### src/orf_pkg.sv
package orf_pkg;

    // Fixed sizing of the ring and of its message words.
    localparam int SLOT_COUNT = 16;
    localparam int DATA_WIDTH = 32;
    localparam int PTR_W      = $clog2(SLOT_COUNT);
    localparam int SLOTS_W    = PTR_W + 1;
    localparam int TOTAL_W    = 32;

    // Slot count after reset and the legal range of the slot count register.
    localparam logic [SLOTS_W-1:0] SLOTS_RESET = SLOTS_W'(SLOT_COUNT);
    localparam logic [SLOTS_W-1:0] SLOTS_MIN   = SLOTS_W'(2);
    localparam logic [SLOTS_W-1:0] SLOTS_MAX   = SLOTS_W'(SLOT_COUNT);

    // Operation codes of an input request.
    typedef enum logic [1:0] {
        OP_ENQ = 2'd0,
        OP_DEQ = 2'd1,
        OP_CLR = 2'd2,
        OP_NOP = 2'd3
    } t_opcode;

    // Access to the message store for one request.
    typedef struct packed {
        logic                  wr_en;
        logic [PTR_W-1:0]      wr_addr;
        logic [DATA_WIDTH-1:0] wr_data;
        logic                  rd_en;
        logic [PTR_W-1:0]      rd_addr;
    } t_mem_req;

    // One result as it moves through the output stages.
    typedef struct packed {
        logic [PTR_W-1:0]      slot_index;
        logic [DATA_WIDTH-1:0] read_data;
        logic [PTR_W-1:0]      item_count;
        logic [PTR_W-1:0]      free_count;
        logic                  ring_empty;
        logic                  ring_full;
        logic                  dropped_oldest;
        logic                  dequeue_refused;
        logic [TOTAL_W-1:0]    enqueued_total;
        logic [TOTAL_W-1:0]    dequeued_total;
    } t_result;

endpackage

### src/orf_in_if.sv
interface orf_in_if;

    logic                           valid;
    logic                           ready;
    logic [1:0]                     opcode;
    logic [orf_pkg::DATA_WIDTH-1:0] write_data;
    logic                           store_data;

    modport source (output valid, output opcode, output write_data, output store_data,
                    input ready);
    modport sink   (input valid, input opcode, input write_data, input store_data,
                    output ready);

endinterface

### src/orf_out_if.sv
interface orf_out_if;

    logic                           valid;
    logic                           ready;
    logic [orf_pkg::PTR_W-1:0]      slot_index;
    logic [orf_pkg::DATA_WIDTH-1:0] read_data;
    logic [orf_pkg::PTR_W-1:0]      item_count;
    logic [orf_pkg::PTR_W-1:0]      free_count;
    logic                           ring_empty;
    logic                           ring_full;
    logic                           dropped_oldest;
    logic                           dequeue_refused;
    logic [orf_pkg::TOTAL_W-1:0]    enqueued_total;
    logic [orf_pkg::TOTAL_W-1:0]    dequeued_total;

    modport source (output valid, output slot_index, output read_data, output item_count,
                    output free_count, output ring_empty, output ring_full,
                    output dropped_oldest, output dequeue_refused, output enqueued_total,
                    output dequeued_total, input ready);
    modport sink   (input valid, input slot_index, input read_data, input item_count,
                    input free_count, input ring_empty, input ring_full,
                    input dropped_oldest, input dequeue_refused, input enqueued_total,
                    input dequeued_total, output ready);

endinterface

### src/overwriting_ring_fifo.sv
// Overwriting ring FIFO of up to 16 slots of 32-bit words, one slot always kept
// empty, so the ring holds at most slots_in_use - 1 items. Each request (enqueue,
// dequeue, clear or no operation) yields exactly one result with the slot used, the
// dequeued word, the fill status and the enqueue and dequeue totals. An enqueue into
// a full ring drops the oldest item; a dequeue from an empty ring is refused. One
// request is taken per clock cycle unless the output stalls. When it is taken, the
// pointers are updated and the message store, whose read port is registered, is
// read into the pending stage; the result then moves on to the output register.
// Writing the slot count register (clamped to 2..16) empties the ring; write it
// only while no request is in flight.
module overwriting_ring_fifo (
    input  logic                        i_clk,
    input  logic                        i_rst_n,
    input  logic                        i_cfg_we,
    input  logic [orf_pkg::SLOTS_W-1:0] i_cfg_wdata,
    orf_in_if.sink                      i_req,
    orf_out_if.source                   o_res
);

    localparam int PW = orf_pkg::PTR_W;
    localparam int SW = orf_pkg::SLOTS_W;

    logic [SW-1:0]                  r_slots;
    logic [PW-1:0]                  r_wp;
    logic [PW-1:0]                  r_rp;
    logic [orf_pkg::TOTAL_W-1:0]    r_enq;
    logic [orf_pkg::TOTAL_W-1:0]    r_deq;
    logic                           r_p_valid;
    logic                           r_p_rd;
    orf_pkg::t_result               r_p_res;
    logic                           r_o_valid;
    orf_pkg::t_result               r_o_res;

    logic [SW-1:0]                  n_slots;
    logic [PW-1:0]                  n_wp;
    logic [PW-1:0]                  n_rp;
    logic [orf_pkg::TOTAL_W-1:0]    n_enq;
    logic [orf_pkg::TOTAL_W-1:0]    n_deq;
    logic                           n_rd;
    orf_pkg::t_result               n_res;
    orf_pkg::t_result               n_o_res;
    orf_pkg::t_mem_req              mem_req;
    logic [orf_pkg::DATA_WIDTH-1:0] mem_rd_data;
    logic [SW-1:0]                  count_w;
    logic                           accept;
    logic                           p_move;

    // Increment a pointer and wrap at the slot count.
    function automatic logic [PW-1:0] adv(input logic [PW-1:0] p, input logic [SW-1:0] s);
        logic [SW-1:0] n;
        n = {1'b0, p} + SW'(1);
        return (n >= s) ? '0 : n[PW-1:0];
    endfunction

    // Handshake: the pending stage moves on when the output register is free.
    assign p_move      = r_p_valid && (!r_o_valid || o_res.ready);
    assign i_req.ready = !r_p_valid || p_move;
    assign accept      = i_req.valid && i_req.ready;

    // Clamp the requested slot count into the legal range.
    always_comb begin
        if (i_cfg_wdata < orf_pkg::SLOTS_MIN) begin
            n_slots = orf_pkg::SLOTS_MIN;
        end else if (i_cfg_wdata > orf_pkg::SLOTS_MAX) begin
            n_slots = orf_pkg::SLOTS_MAX;
        end else begin
            n_slots = i_cfg_wdata;
        end
    end

    // Decode the request and work out the next pointers, totals and status.
    always_comb begin
        n_wp    = r_wp;
        n_rp    = r_rp;
        n_enq   = r_enq;
        n_deq   = r_deq;
        n_rd    = 1'b0;
        n_res   = '0;
        mem_req = '0;
        mem_req.wr_addr = r_wp;
        mem_req.wr_data = i_req.write_data;
        mem_req.rd_addr = r_rp;

        unique case (orf_pkg::t_opcode'(i_req.opcode))
            orf_pkg::OP_ENQ: begin
                n_res.slot_index = r_wp;
                mem_req.wr_en    = accept && i_req.store_data;
                n_enq            = r_enq + orf_pkg::TOTAL_W'(1);
                n_wp             = adv(r_wp, r_slots);
                if (n_wp == r_rp) begin
                    n_rp                 = adv(r_rp, r_slots);
                    n_res.dropped_oldest = 1'b1;
                end
            end
            orf_pkg::OP_DEQ: begin
                n_res.slot_index = r_rp;
                if (r_wp == r_rp) begin
                    n_res.dequeue_refused = 1'b1;
                end else begin
                    n_rd          = 1'b1;
                    mem_req.rd_en = accept;
                    n_rp          = adv(r_rp, r_slots);
                    n_deq         = r_deq + orf_pkg::TOTAL_W'(1);
                end
            end
            orf_pkg::OP_CLR: begin
                n_wp  = '0;
                n_rp  = '0;
                n_deq = r_enq;
            end
            orf_pkg::OP_NOP: begin
                n_res.slot_index = '0;
            end
            default: begin
                n_res.slot_index = '0;
            end
        endcase

        // Fill level after the step.
        if (n_wp >= n_rp) begin
            count_w = {1'b0, n_wp} - {1'b0, n_rp};
        end else begin
            count_w = {1'b0, n_wp} + r_slots - {1'b0, n_rp};
        end
        n_res.item_count     = count_w[PW-1:0];
        n_res.free_count     = PW'(r_slots - SW'(1) - count_w);
        n_res.ring_empty     = (n_wp == n_rp);
        n_res.ring_full      = (count_w == r_slots - SW'(1));
        n_res.enqueued_total = n_enq;
        n_res.dequeued_total = n_deq;
    end

    orf_store u_store (
        .i_clk     (i_clk),
        .i_mem     (mem_req),
        .o_rd_data (mem_rd_data)
    );

    // Ring state: slot count, pointers and totals.
    always_ff @(posedge i_clk) begin
        if (!i_rst_n) begin
            r_slots <= orf_pkg::SLOTS_RESET;
            r_wp    <= '0;
            r_rp    <= '0;
            r_enq   <= '0;
            r_deq   <= '0;
        end else if (i_cfg_we) begin
            r_slots <= n_slots;
            r_wp    <= '0;
            r_rp    <= '0;
        end else if (accept) begin
            r_wp    <= n_wp;
            r_rp    <= n_rp;
            r_enq   <= n_enq;
            r_deq   <= n_deq;
        end
    end

    // Pending stage: waits for the store's read data.
    always_ff @(posedge i_clk) begin
        if (!i_rst_n) begin
            r_p_valid <= 1'b0;
        end else if (accept) begin
            r_p_valid <= 1'b1;
        end else if (p_move) begin
            r_p_valid <= 1'b0;
        end
    end

    always_ff @(posedge i_clk) begin
        if (accept) begin
            r_p_res <= n_res;
            r_p_rd  <= n_rd;
        end
    end

    // Merge the read data into the pending result.
    always_comb begin
        n_o_res           = r_p_res;
        n_o_res.read_data = r_p_rd ? mem_rd_data : '0;
    end

    // Output register.
    always_ff @(posedge i_clk) begin
        if (!i_rst_n) begin
            r_o_valid <= 1'b0;
        end else if (p_move) begin
            r_o_valid <= 1'b1;
        end else if (o_res.ready) begin
            r_o_valid <= 1'b0;
        end
    end

    always_ff @(posedge i_clk) begin
        if (p_move) begin
            r_o_res <= n_o_res;
        end
    end

    assign o_res.valid           = r_o_valid;
    assign o_res.slot_index      = r_o_res.slot_index;
    assign o_res.read_data       = r_o_res.read_data;
    assign o_res.item_count      = r_o_res.item_count;
    assign o_res.free_count      = r_o_res.free_count;
    assign o_res.ring_empty      = r_o_res.ring_empty;
    assign o_res.ring_full       = r_o_res.ring_full;
    assign o_res.dropped_oldest  = r_o_res.dropped_oldest;
    assign o_res.dequeue_refused = r_o_res.dequeue_refused;
    assign o_res.enqueued_total  = r_o_res.enqueued_total;
    assign o_res.dequeued_total  = r_o_res.dequeued_total;

endmodule

### src/orf_store.sv
module orf_store (
    input  logic                           i_clk,
    input  orf_pkg::t_mem_req              i_mem,
    output logic [orf_pkg::DATA_WIDTH-1:0] o_rd_data
);

    logic [orf_pkg::DATA_WIDTH-1:0] r_mem [orf_pkg::SLOT_COUNT];
    logic [orf_pkg::DATA_WIDTH-1:0] r_rd_data;

    // Single write port.
    always_ff @(posedge i_clk) begin
        if (i_mem.wr_en) begin
            r_mem[i_mem.wr_addr] <= i_mem.wr_data;
        end
    end

    // Registered read port; the data holds until the next read.
    always_ff @(posedge i_clk) begin
        if (i_mem.rd_en) begin
            r_rd_data <= r_mem[i_mem.rd_addr];
        end
    end

    assign o_rd_data = r_rd_data;

endmodule

### src/flat_wrapper.sv
// flat-port wrapper written by rule: the top's interface ports become plain ports
module overwriting_ring_fifo_flat 
  (i_clk, i_rst_n, i_cfg_we, i_cfg_wdata, i_req_valid, i_req_opcode, i_req_write_data, i_req_store_data, i_req_ready, o_res_valid, o_res_slot_index, o_res_read_data, o_res_item_count, o_res_free_count, o_res_ring_empty, o_res_ring_full, o_res_dropped_oldest, o_res_dequeue_refused, o_res_enqueued_total, o_res_dequeued_total, o_res_ready);
  orf_in_if i_req_i ();
  orf_out_if o_res_i ();
  input  logic i_clk;
  input  logic i_rst_n;
  input  logic i_cfg_we;
  input  logic [orf_pkg::SLOTS_W-1:0] i_cfg_wdata;
  input wire logic [$bits(i_req_i.valid)-1:0] i_req_valid;
  input wire logic [$bits(i_req_i.opcode)-1:0] i_req_opcode;
  input wire logic [$bits(i_req_i.write_data)-1:0] i_req_write_data;
  input wire logic [$bits(i_req_i.store_data)-1:0] i_req_store_data;
  output wire logic [$bits(i_req_i.ready)-1:0] i_req_ready;
  output wire logic [$bits(o_res_i.valid)-1:0] o_res_valid;
  output wire logic [$bits(o_res_i.slot_index)-1:0] o_res_slot_index;
  output wire logic [$bits(o_res_i.read_data)-1:0] o_res_read_data;
  output wire logic [$bits(o_res_i.item_count)-1:0] o_res_item_count;
  output wire logic [$bits(o_res_i.free_count)-1:0] o_res_free_count;
  output wire logic [$bits(o_res_i.ring_empty)-1:0] o_res_ring_empty;
  output wire logic [$bits(o_res_i.ring_full)-1:0] o_res_ring_full;
  output wire logic [$bits(o_res_i.dropped_oldest)-1:0] o_res_dropped_oldest;
  output wire logic [$bits(o_res_i.dequeue_refused)-1:0] o_res_dequeue_refused;
  output wire logic [$bits(o_res_i.enqueued_total)-1:0] o_res_enqueued_total;
  output wire logic [$bits(o_res_i.dequeued_total)-1:0] o_res_dequeued_total;
  input wire logic [$bits(o_res_i.ready)-1:0] o_res_ready;
  assign i_req_i.valid = i_req_valid;
  assign i_req_i.opcode = i_req_opcode;
  assign i_req_i.write_data = i_req_write_data;
  assign i_req_i.store_data = i_req_store_data;
  assign i_req_ready = i_req_i.ready;
  assign o_res_valid = o_res_i.valid;
  assign o_res_slot_index = o_res_i.slot_index;
  assign o_res_read_data = o_res_i.read_data;
  assign o_res_item_count = o_res_i.item_count;
  assign o_res_free_count = o_res_i.free_count;
  assign o_res_ring_empty = o_res_i.ring_empty;
  assign o_res_ring_full = o_res_i.ring_full;
  assign o_res_dropped_oldest = o_res_i.dropped_oldest;
  assign o_res_dequeue_refused = o_res_i.dequeue_refused;
  assign o_res_enqueued_total = o_res_i.enqueued_total;
  assign o_res_dequeued_total = o_res_i.dequeued_total;
  assign o_res_i.ready = o_res_ready;
  overwriting_ring_fifo u_core (.i_clk(i_clk), .i_rst_n(i_rst_n), .i_cfg_we(i_cfg_we), .i_cfg_wdata(i_cfg_wdata), .i_req(i_req_i), .o_res(o_res_i));
endmodule
### config.mk
export PLATFORM = sky130hd
export DESIGN_NAME = overwriting_ring_fifo_flat
export DESIGN_NICKNAME = d
export VERILOG_FILES = /design/src/orf_pkg.sv /design/src/orf_in_if.sv /design/src/orf_out_if.sv /design/src/overwriting_ring_fifo.sv /design/src/orf_store.sv /design/src/flat_wrapper.sv
export SDC_FILE = /design/constraint.sdc
export NUM_CORES = 1
export LEC_CHECK = 0
export ABC_AREA = 1
export BUFFER_PORTS_ARGS = -buffer_cell sky130_fd_sc_hd__buf_4
export CORE_MARGIN = 1.5
export CORE_UTILIZATION = 30
export CTS_BUF_LIST = sky130_fd_sc_hd__clkbuf_8
export CTS_CLUSTER_SIZE = 28
export DETAILED_ROUTE_END_ITERATION = 8
export PLACE_DENSITY = 0.51
export SLEW_MARGIN = 20
export SYNTH_ARGS = -nofsm -noshare
export SYNTH_HDL_FRONTEND = slang
export SYNTH_SLANG_ARGS = --single-unit
### constraint.sdc
create_clock -name i_clk -period 6.9 [get_ports i_clk]
set_input_delay 1.035 -clock i_clk [delete_from_list [all_inputs] [get_ports i_clk]]
set_output_delay 1.035 -clock i_clk [all_outputs]
set_load 0.03 [all_outputs]
== After elaboration in Yosys (flattened, before gate mapping) ==
Memories as Yosys holds them, arrays and structs flattened. A register that Yosys moved wholly into a read port is not among the register bits.
Cells that the tools add are included.

* Add/sub/neg operators: 9
* $lt $le $gt $ge: 5
* Eq/ne operators: 6
* Mux-type cells: 25
* Bitwise logic cells: 2
* Reduce and logical (&&, ||, !) cells: 12

{| class="wikitable"
|+ Operators with widths
! kind !! count
|-
| $add 32x1->32 const B || 2
|-
| $mux 32 || 2
|-
| $pmux 32 s2 || 1
|-
| $mux 4 || 4
|-
| $pmux 4 s2 || 2
|-
| $mux 5 || 3
|-
| $eq 4x4->1 || 3
|-
| $mux 1 || 12
|-
| $pmux 4 s3 || 1
|-
| $add 4x1->5 const B || 2
|-
| $ge 5x5->1 || 2
|-
| $add 4x5->5 || 1
|-
| $eq 5x5->1 || 1
|-
| $gt 5x5->1 const B || 1
|-
| $lt 5x2->1 const B || 1
|-
| $sub 4x4->5 || 1
|-
| $sub 5x1->5 const B || 1
|-
| $sub 5x4->5 || 1
|-
| $ge 4x4->1 || 1
|-
| $reduce_bool 2->1 || 2
|-
| $sub 4x4->4 || 1
|-
| $logic_and 1x1->1 || 3
|-
| $eq 2x1->1 const B || 1
|-
| $eq 2x2->1 const B || 1
|-
| other kinds (6) || 9
|}

* Flip-flop bits (word level): 272
* RAM bits: 512
* Bits of input ports: 45
* Memories: 1

{| class="wikitable"
|+ Memory list
! memory !! words !! width !! read ports !! clocked after memory_dff !! write ports !! line !! RTL
|-
| u_core.u_store.r_mem || 16 || 32 || 1 || 1 || 1 || orf_store.sv:7 || <nowiki>logic [orf_pkg::DATA_WIDTH-1:0] r_mem [orf_pkg::SLOT_COUNT];</nowiki>
|}

== Depth between registers and ports, before layout ==
Gate-level depths: netlist of run 1.

* Depth after elaboration: 9
* Gate-level depth with buffers: 32
* Gate-level depth less buffers: 32

== Modules after synthesis ==
Synthesis of run 1 repeated with hierarchy kept, for this count alone.

* Cell total of the unflattened synthesis: 3,370
* Area, all modules: 35,454.0 µm²

{| class="wikitable"
|+ By module, submodules not included
! module !! instances !! cells an instance !! area each (µm²) !! sequential area each (µm²)
|-
| orf_store || 1 || 2,120 || 23,050.9 || 16,335.7
|-
| overwriting_ring_fifo || 1 || 1,250 || 12,403.1 || 7,377.1
|}

== Least setup slack after synthesis of run 1 ==
OpenSTA, ideal clock, no wires.

* Kind: input to register
* Start point: input port o_res_ready
* End point: register u_core.r_o_res, in the netlist u_core.o_res.dequeue_refused (enable)
* Setup time: 0.620 ns
* Arrival time: 6.473 ns
* Setup slack: -0.192 ns
* Stages: 2
* Buffers on the path: 0
* Path through: inv_1 > a21oi_1

* Cells in the longest elaborated chain, start to end: 2

{| class="wikitable"
|+ Ends and longest elaborated chain
! element !! line !! RTL
|-
| from (decl) || flat_wrapper.sv:26 || <nowiki>input wire logic [$bits(o_res_i.ready)-1:0] o_res_ready;</nowiki>
|-
| $logic_or 1x1->1 || overwriting_ring_fifo.sv:56 || <nowiki>assign p_move = r_p_valid && (!r_o_valid || o_res.ready);</nowiki>
|-
| $logic_and 1x1->1 || overwriting_ring_fifo.sv:56 ||
|-
| via u_core.p_move || overwriting_ring_fifo.sv:46 || <nowiki>logic p_move;</nowiki>
|-
| to (signal assigned) || overwriting_ring_fifo.sv:196 || <nowiki>r_o_res <= n_o_res;</nowiki>
|-
| to (decl) || overwriting_ring_fifo.sv:32 || <nowiki>orf_pkg::t_result r_o_res;</nowiki>
|}

The timed path passes the listed nets, and every way through them passes these cells.
A chain may end at the register's enable or synchronous reset.

==> flow_summary.toml, run 1 <==
[routing]
wl_mm = 92.19
first_pass_iters = 6
ant_nets = 0
routed-via-count = 22090
first_iter_violations = 1613
vias_per_cell = 4.817
routedWlPerCell_um = 20.11
remaining_drc_errors = 0

[final_layout]
drive_gt1_share_pct = 13.89
nFillCells = 10950
area_delta_synth_final_pct = 16.12
final_area_um2 = 39080
fin_nets = 3079
finalNonFillerCells = 4585

[clock_network]
cts_tree = "built"
clock_latency_ns = 0.79
clock_path_buffers = 3
numCtsBuffers = 143
htreeDepth = 4
clk_pin_slew_ns = 0.06
cts_setup_buffers = 0
cts-resized-gates = 0
postCtsHoldBufs = 0
cts.sinks = 816
root_buffer = "clkbuf_8"

[logic_synthesis]
yosys.area.top_type = "edfxtp_1"
synth-compound-area-share_pct = 11.80
synth.distinct_cells = 45
ys_top_cells_by_area = "edfxtp_1 (66%), o21ai_0 (5.1%), dfxtp_1 (4.7%), nor2_1 (3.8%), nand2_1 (3.5%)"
yosysMostFrequentCell = "edfxtp_1"
synth.ff_latch_count = 816
syn_inst = 2805
synth-edff-count = 737
ys_warn_count = 0
ys_seq_area_share_pct = 70.46
yosys.area_share.adder_pct = 1.561
async_flop_share_pct = 0
synthSimpleGateAreaFrac_pct = 10.36
netlist_area_um2 = 33650
synth_top_area_share_pct = 65.76
synth_top_family_by_area = "compound AO/OA/AOI/OAI gates"
synth-xor-area-share_pct = 1.275
synth_ff_type = "edfxtp_1"
avgSynthCellArea_um2 = 12.00
synthTopCellsByCount = "edfxtp_1 (737), o21ai_0 (344), nor2_1 (337), nand2_1 (310), inv_1 (230)"
synth_mux_area_share_pct = 0
synth_fp_nets = 2889

[floorplan]
rows = 122
fp.dieW_um = 337.9
die_area_um2 = 114200
chipHeight_um = 337.9
core_area_um2 = 111000
ios = 159
start_util_pct = 30.33

[grt]
grtUsageMet2_pct = 25.63
grt_use_met3_pct = 3.175
antenna_found_initial = 7
grt_usage_pct = 16.04
grt_util_met1_pct = 21.76
grt_pass1_wl_mm = 136.4
grt_start_max_net_pins = 113
grt_pass1_vias = 21100
top_usage_layer = "met2"
grt-ovfl-total = 0

[setup_path]
cpMostUsedCell = "nand2_1"
worst_setup_path_end_kind = "flip-flop"
worstPathArrival_ns = 5.81
crit_family = "adder cells"
worstPathMaxFanout = 10
crit_type = "reg -> reg"
cpMaxStageDelayCell = "dfxtp_1"
start_kind = "flip-flop"
cp.required_ns = 7.43
crit_path_max_incr_delay_ns = 0.55
cp.buffers_inverters = 5

[pwr]
seq_power_share_pct = 53.8
swShare_pct = 25.15
ir_worst_vdd_uv = 143.4
p_leak_nw = 14.15
clkPwrFrac_pct = 38.2
share_comb_of_total_power_pct = 8.0
p_per_area_nw_per_um2 = 269.1
p_total_mw = 10.52
p_switching_mw = 2.645
p_int_mw = 7.871

[placement]
dpl_cell_area_um2 = 36550
dp.cells = 4338
io_buffers = 158
gp_congestion = 0.8252
dp_slack_ns = 1.598
hpwl_mm = 52.36

[sta]
fmax_mhz = 189.6
relSlewSlack_pct = 26.23
slew_violations = 0
period_needed_ns = 5.273
setup-violations-final = 0
rsz0062_at_grt = "no"
tightest_slew_ns = 1.104
finalWorstSetupSlack_ns = 1.627
finalCritPeriodShare_pct = 76.42
finalSetupTns_ns = 0
finalHoldViolCount = 0
skew_ns = 0.03318

[run]
cap_violations = 0

[status]
run_status = "complete, no violations"

[hold_path]
worst_hold_path_type = "reg -> reg"
-- flip-flops by register name, summed over array words and instances (netlist names), 4 cells and up --
register                     count
u_core.o_res.slot_index          4
u_core.o_res.dequeued_total     32
u_core.o_res.read_data          32
u_core.r_deq                    32
u_core.u_store.o_rd_data        32
u_core.u_store.r_mem           512
u_core.r_slots                   5
u_core.o_res.enqueued_total     32
u_core.n_o_res                  80
u_core.o_res.item_count          4
u_core.r_wp                      4
u_core.r_rp                      4
u_core.r_enq                    32
u_core.o_res.free_count          4
-- cell type report --
class,count,area [µm²],share of cell area [%]
multi-input combinational,1594,8549,21.88
clock buffer,148,2037,5.212
timing repair buffer,196,1484,3.797
antenna,1,2.502,0.006403
tap,1488,1862,4.764
clock inverter,98,493.0,1.261
inverter,244,925.9,2.369
sequential,816,23730,60.71
-- kinds of logic (layout without fill, tap and decap cells) --
| family | count (synthesis) | after routing |
|---|---|---|
| xor+xnor | 49 | 49 |
| fa+ha+maj | 39 | 39 |
| other cells | 0 | 1 |
| simple gates | 823 | 823 |
| flops | 816 | 816 |
| buf+inv | 395 | 686 |
| compound gates | 683 | 683 |
-- layer usage --
| layer | up-vias | wire [µm] |
|---|---|---|
| met4 | 10 | 2298 |
| met3 | 178 | 4969 |
| met1 | 10790 | 42010 |
| met2 | 621 | 42840 |
| li1 | 10490 | - |
| met5 | - | 69 |
-- final timing paths --
path / from / to / slack, ns / depth (start not counted)
worst max-delay path: u_core.r_wp[0] / u_core.n_o_res[71] / 1.63 / 29
worst min-delay path: u_core.n_o_res[54] / u_core.o_res.enqueued_total[22] / 0.42 / 0
worst max register to register: u_core.r_wp[0] / u_core.n_o_res[71] / 1.63 / 29
worst min register to register: u_core.n_o_res[54] / u_core.o_res.enqueued_total[22] / 0.42 / 0
-- stage by stage --
stage                     utilization, %  hold WS [ns]
after detailed placement           32.93        0.4045
after CTS                          35.21        0.4131
after global placement             32.93        0.4034
final                              35.21        0.4163
after global routing               35.21        0.4191
after floorplan                        -        0.4003
-- power groups by stage --
stage	sequential (mW)	clock (mW)	combinational, mW
final	5.66	4.02	0.842
after global routing	5.67	4.36	0.944
after CTS	5.66	4.17	0.856
after detailed placement	5.76	0	0.854
after global placement	5.76	0	0.846
after floorplan	5.79	0	0.480
-- cell usage in the layout (no fill, tap or decap), types with 2 or more instances in the layout --
cell type	netlist	final
nand4_1	30	30
nor2_2	5	5
ha_1	34	34
nor2_1	337	323
a21oi_1	108	107
nor3_2	5	9
dfxtp_1	79	75
o221ai_1	94	94
inv_6	0	3
nor3_4	2	2
fa_1	5	5
nand2_1	310	310
buf_4	1	195
edfxtp_1	737	737
dfxtp_4	0	3
xnor2_1	2	2
clkinv_2	1	9
clkinv_1	2	27
nand3b_1	2	2
bufinv_16	0	2
nor4_1	4	4
nand2_2	5	5
xor2_1	47	47
nor2_4	5	19
o22ai_1	46	46
o21ai_0	344	344
or2_2	2	2
clkbuf_8	0	148
inv_1	230	282
o21bai_1	12	12
nand3_2	4	4
nand3_1	85	85
inv_8	0	4
inv_2	11	10
nor3_1	24	20
o211ai_1	40	40
o21ai_1	34	34
clkinvlp_4	0	3
-- worst register-to-register path: cells and delay by family (launching register included) --
kind                       cells  cell delay [ns]
adders and majority gates      5             1.87
AOI/OAI and AO/OA              3             0.57
and+or+nand+nor               15             1.41
DFF                            1             0.55
buffers and inverters          5             0.44
xor gates and xnor gates       1             0.17
No activity file was read; power rests on OpenSTA's default activity.
==> inputs of run 2 (changes only) <==
clock period = 4.64 ns   (was 6.9 ns; I/O delays follow)
==> run 2 against run 1 <==
Clock-buffer cell count rose by 1; flip-flop and latch count stayed put; sequential power up 48%; routed wire length down 0.51%; register-to-register slack worse by 1.3 ns; cell area grew 1.8%; worst hold slack lost 0.29 ns; clock power is 56% higher; fmax rose by 21%; power grew 52%.
==> flow_summary.toml, run 2 (synthesis results as in run 1) <==
[run]
cap_violations = 0

[sta]
skew_ns = 0.05218
slew_violations = 0
fmax_mhz = 229.4
relSlewSlack_pct = 26.21
tightest_slew_ns = 1.107
setup-violations-final = 0
finalCritPeriodShare_pct = 93.94
finalHoldViolCount = 0
period_needed_ns = 4.359

[pwr]
p_per_area_nw_per_um2 = 402.7
ir_worst_vdd_uv = 252.5
p_leak_nw = 14.43
p_total_mw = 16.02

[clock_network]
root_buffer = "clkbuf_8"
numCtsBuffers = 143
cts.sinks = 816
cts_tree = "built"
clock_path_buffers = 3
clk_pin_slew_ns = 0.06
htreeDepth = 4
clock_latency_ns = 0.82

[placement]
hpwl_mm = 51.93
io_buffers = 158
gp_congestion = 0.8564

[setup_path]
cpMostUsedCell = "nand2_1"
cp.required_ns = 5.18
cp.buffers_inverters = 7
crit_type = "reg -> reg"
worstPathMaxFanout = 5
worst_setup_path_end_kind = "flip-flop"
crit_family = "adder cells"
worstPathArrival_ns = 4.90
crit_path_max_incr_delay_ns = 0.53
cpMaxStageDelayCell = "fa_1"
start_kind = "flip-flop"
r2r_setup_slack_ns = 0.28

[grt]
antenna_found_initial = 11
grt_start_max_net_pins = 231
grt_pass1_vias = 21870
grt_pass1_wl_mm = 136.5
grt_usage_pct = 16.02
grt-ovfl-total = 0

[status]
run_status = "complete, no violations"

[final_layout]
final_cell_mix = "edfxtp_1 (737), o21ai_0 (343), nor2_1 (322)"
fin_util_pct = 35.85
area_delta_synth_final_pct = 18.20
largest_reg_flops = 512
mostFrequentLayoutCell = "edfxtp_1"
fin_nets = 3119
regMostFlops = "u_core.u_store.r_mem"
drive_gt1_share_pct = 15.94

[routing]
first_iter_violations = 1723
routedWlPerCell_um = 19.77
wl_mm = 91.72
remaining_drc_errors = 0
ant_nets = 0
routed-via-count = 22130
vias_per_cell = 4.769
first_pass_iters = 7

[floorplan]
core_area_um2 = 111000
ios = 159
start_util_pct = 30.33
rows = 122
die_area_um2 = 114200
fp.dieW_um = 337.9
chipHeight_um = 337.9

[hold_path]
worst_hold_path_type = "in -> reg"
[run 2: metal layers]
| metal | share of wire, % | track usage [%] |
|---|---|---|
| met5 | 0.12 | 0 |
| met4 | 2.4 | 5.515 |
| met3 | 5.2 | 3.501 |
| met2 | 49 | 27.22 |
| met1 | 44 | 20.07 |
[run 2: power by group]
group / internal (mW) / switching, mW / total [mW]
Clock: 3.23 / 3.05 / 6.28
Sequential: 8.27 / 0.116 / 8.38
Combinational: 0.434 / 0.922 / 1.36
[run 2: final cells by class]
| class | instances | area, µm² |
|---|---|---|
| flip-flops and latches | 816 | 23730 |
| diodes | 2 | 5.005 |
| multi-input cells | 1594 | 8646 |
| well taps | 1488 | 1862 |
| repair buffers | 236 | 1926 |
| clock buffers | 149 | 2051 |
| clock inverters | 111 | 635.6 |
| fillers | 10880 | 71190 |
| inverters | 244 | 925.9 |
[run 2: final timing paths]
check	from	endpoint	cells after the start
min	i_cfg_wdata[2]	u_core.r_slots[2]	3
max reg2reg	u_core.r_wp[0]	u_core.n_o_res[71]	29
max	u_core.r_wp[0]	u_core.n_o_res[71]	29
min reg2reg	u_core.n_o_res[52]	u_core.o_res.enqueued_total[20]	0
[run 2: metrics by stage]
| step | setup TNS, ns | area (µm²) | hold WS (ns) | setup WS (ns) | cells |
|---|---|---|---|---|---|
| after CTS | 0 | 39660 | 0.03546 | 0.09615 | 4636 |
| final | 0 | 39780 | 0.1310 | 0.2814 | 4640 |
| after floorplan | 0 | 33660 | 0.4003 | 0.1072 | 2805 |
| after detailed placement | 0 | 36970 | 0.4045 | 0.03591 | 4376 |
| after global placement | 0 | 36970 | 0.4026 | 0.06156 | 4376 |
| after global routing | -0.02275 | 39780 | 0.08184 | -0.02275 | 4639 |
[run 2: worst reg2reg max path: cells and delay by family (launching register included)]
kind            cells  cell delay [ns]
compound gates      3             0.40
fa+ha+maj           5             1.74
simple gates       13             0.88
xor+xnor            1             0.15
flops               1             0.34
buf+inv             7             0.59
[run 2: repair_timing]
item,in CTS,in global routing
setup endpoints to repair,1,4
resized for setup,1,24
hold buffers,0,0
pin swaps,0,9
endpoints found under the hold margin,0,0
cloned,0,0
buffers inserted,0,2
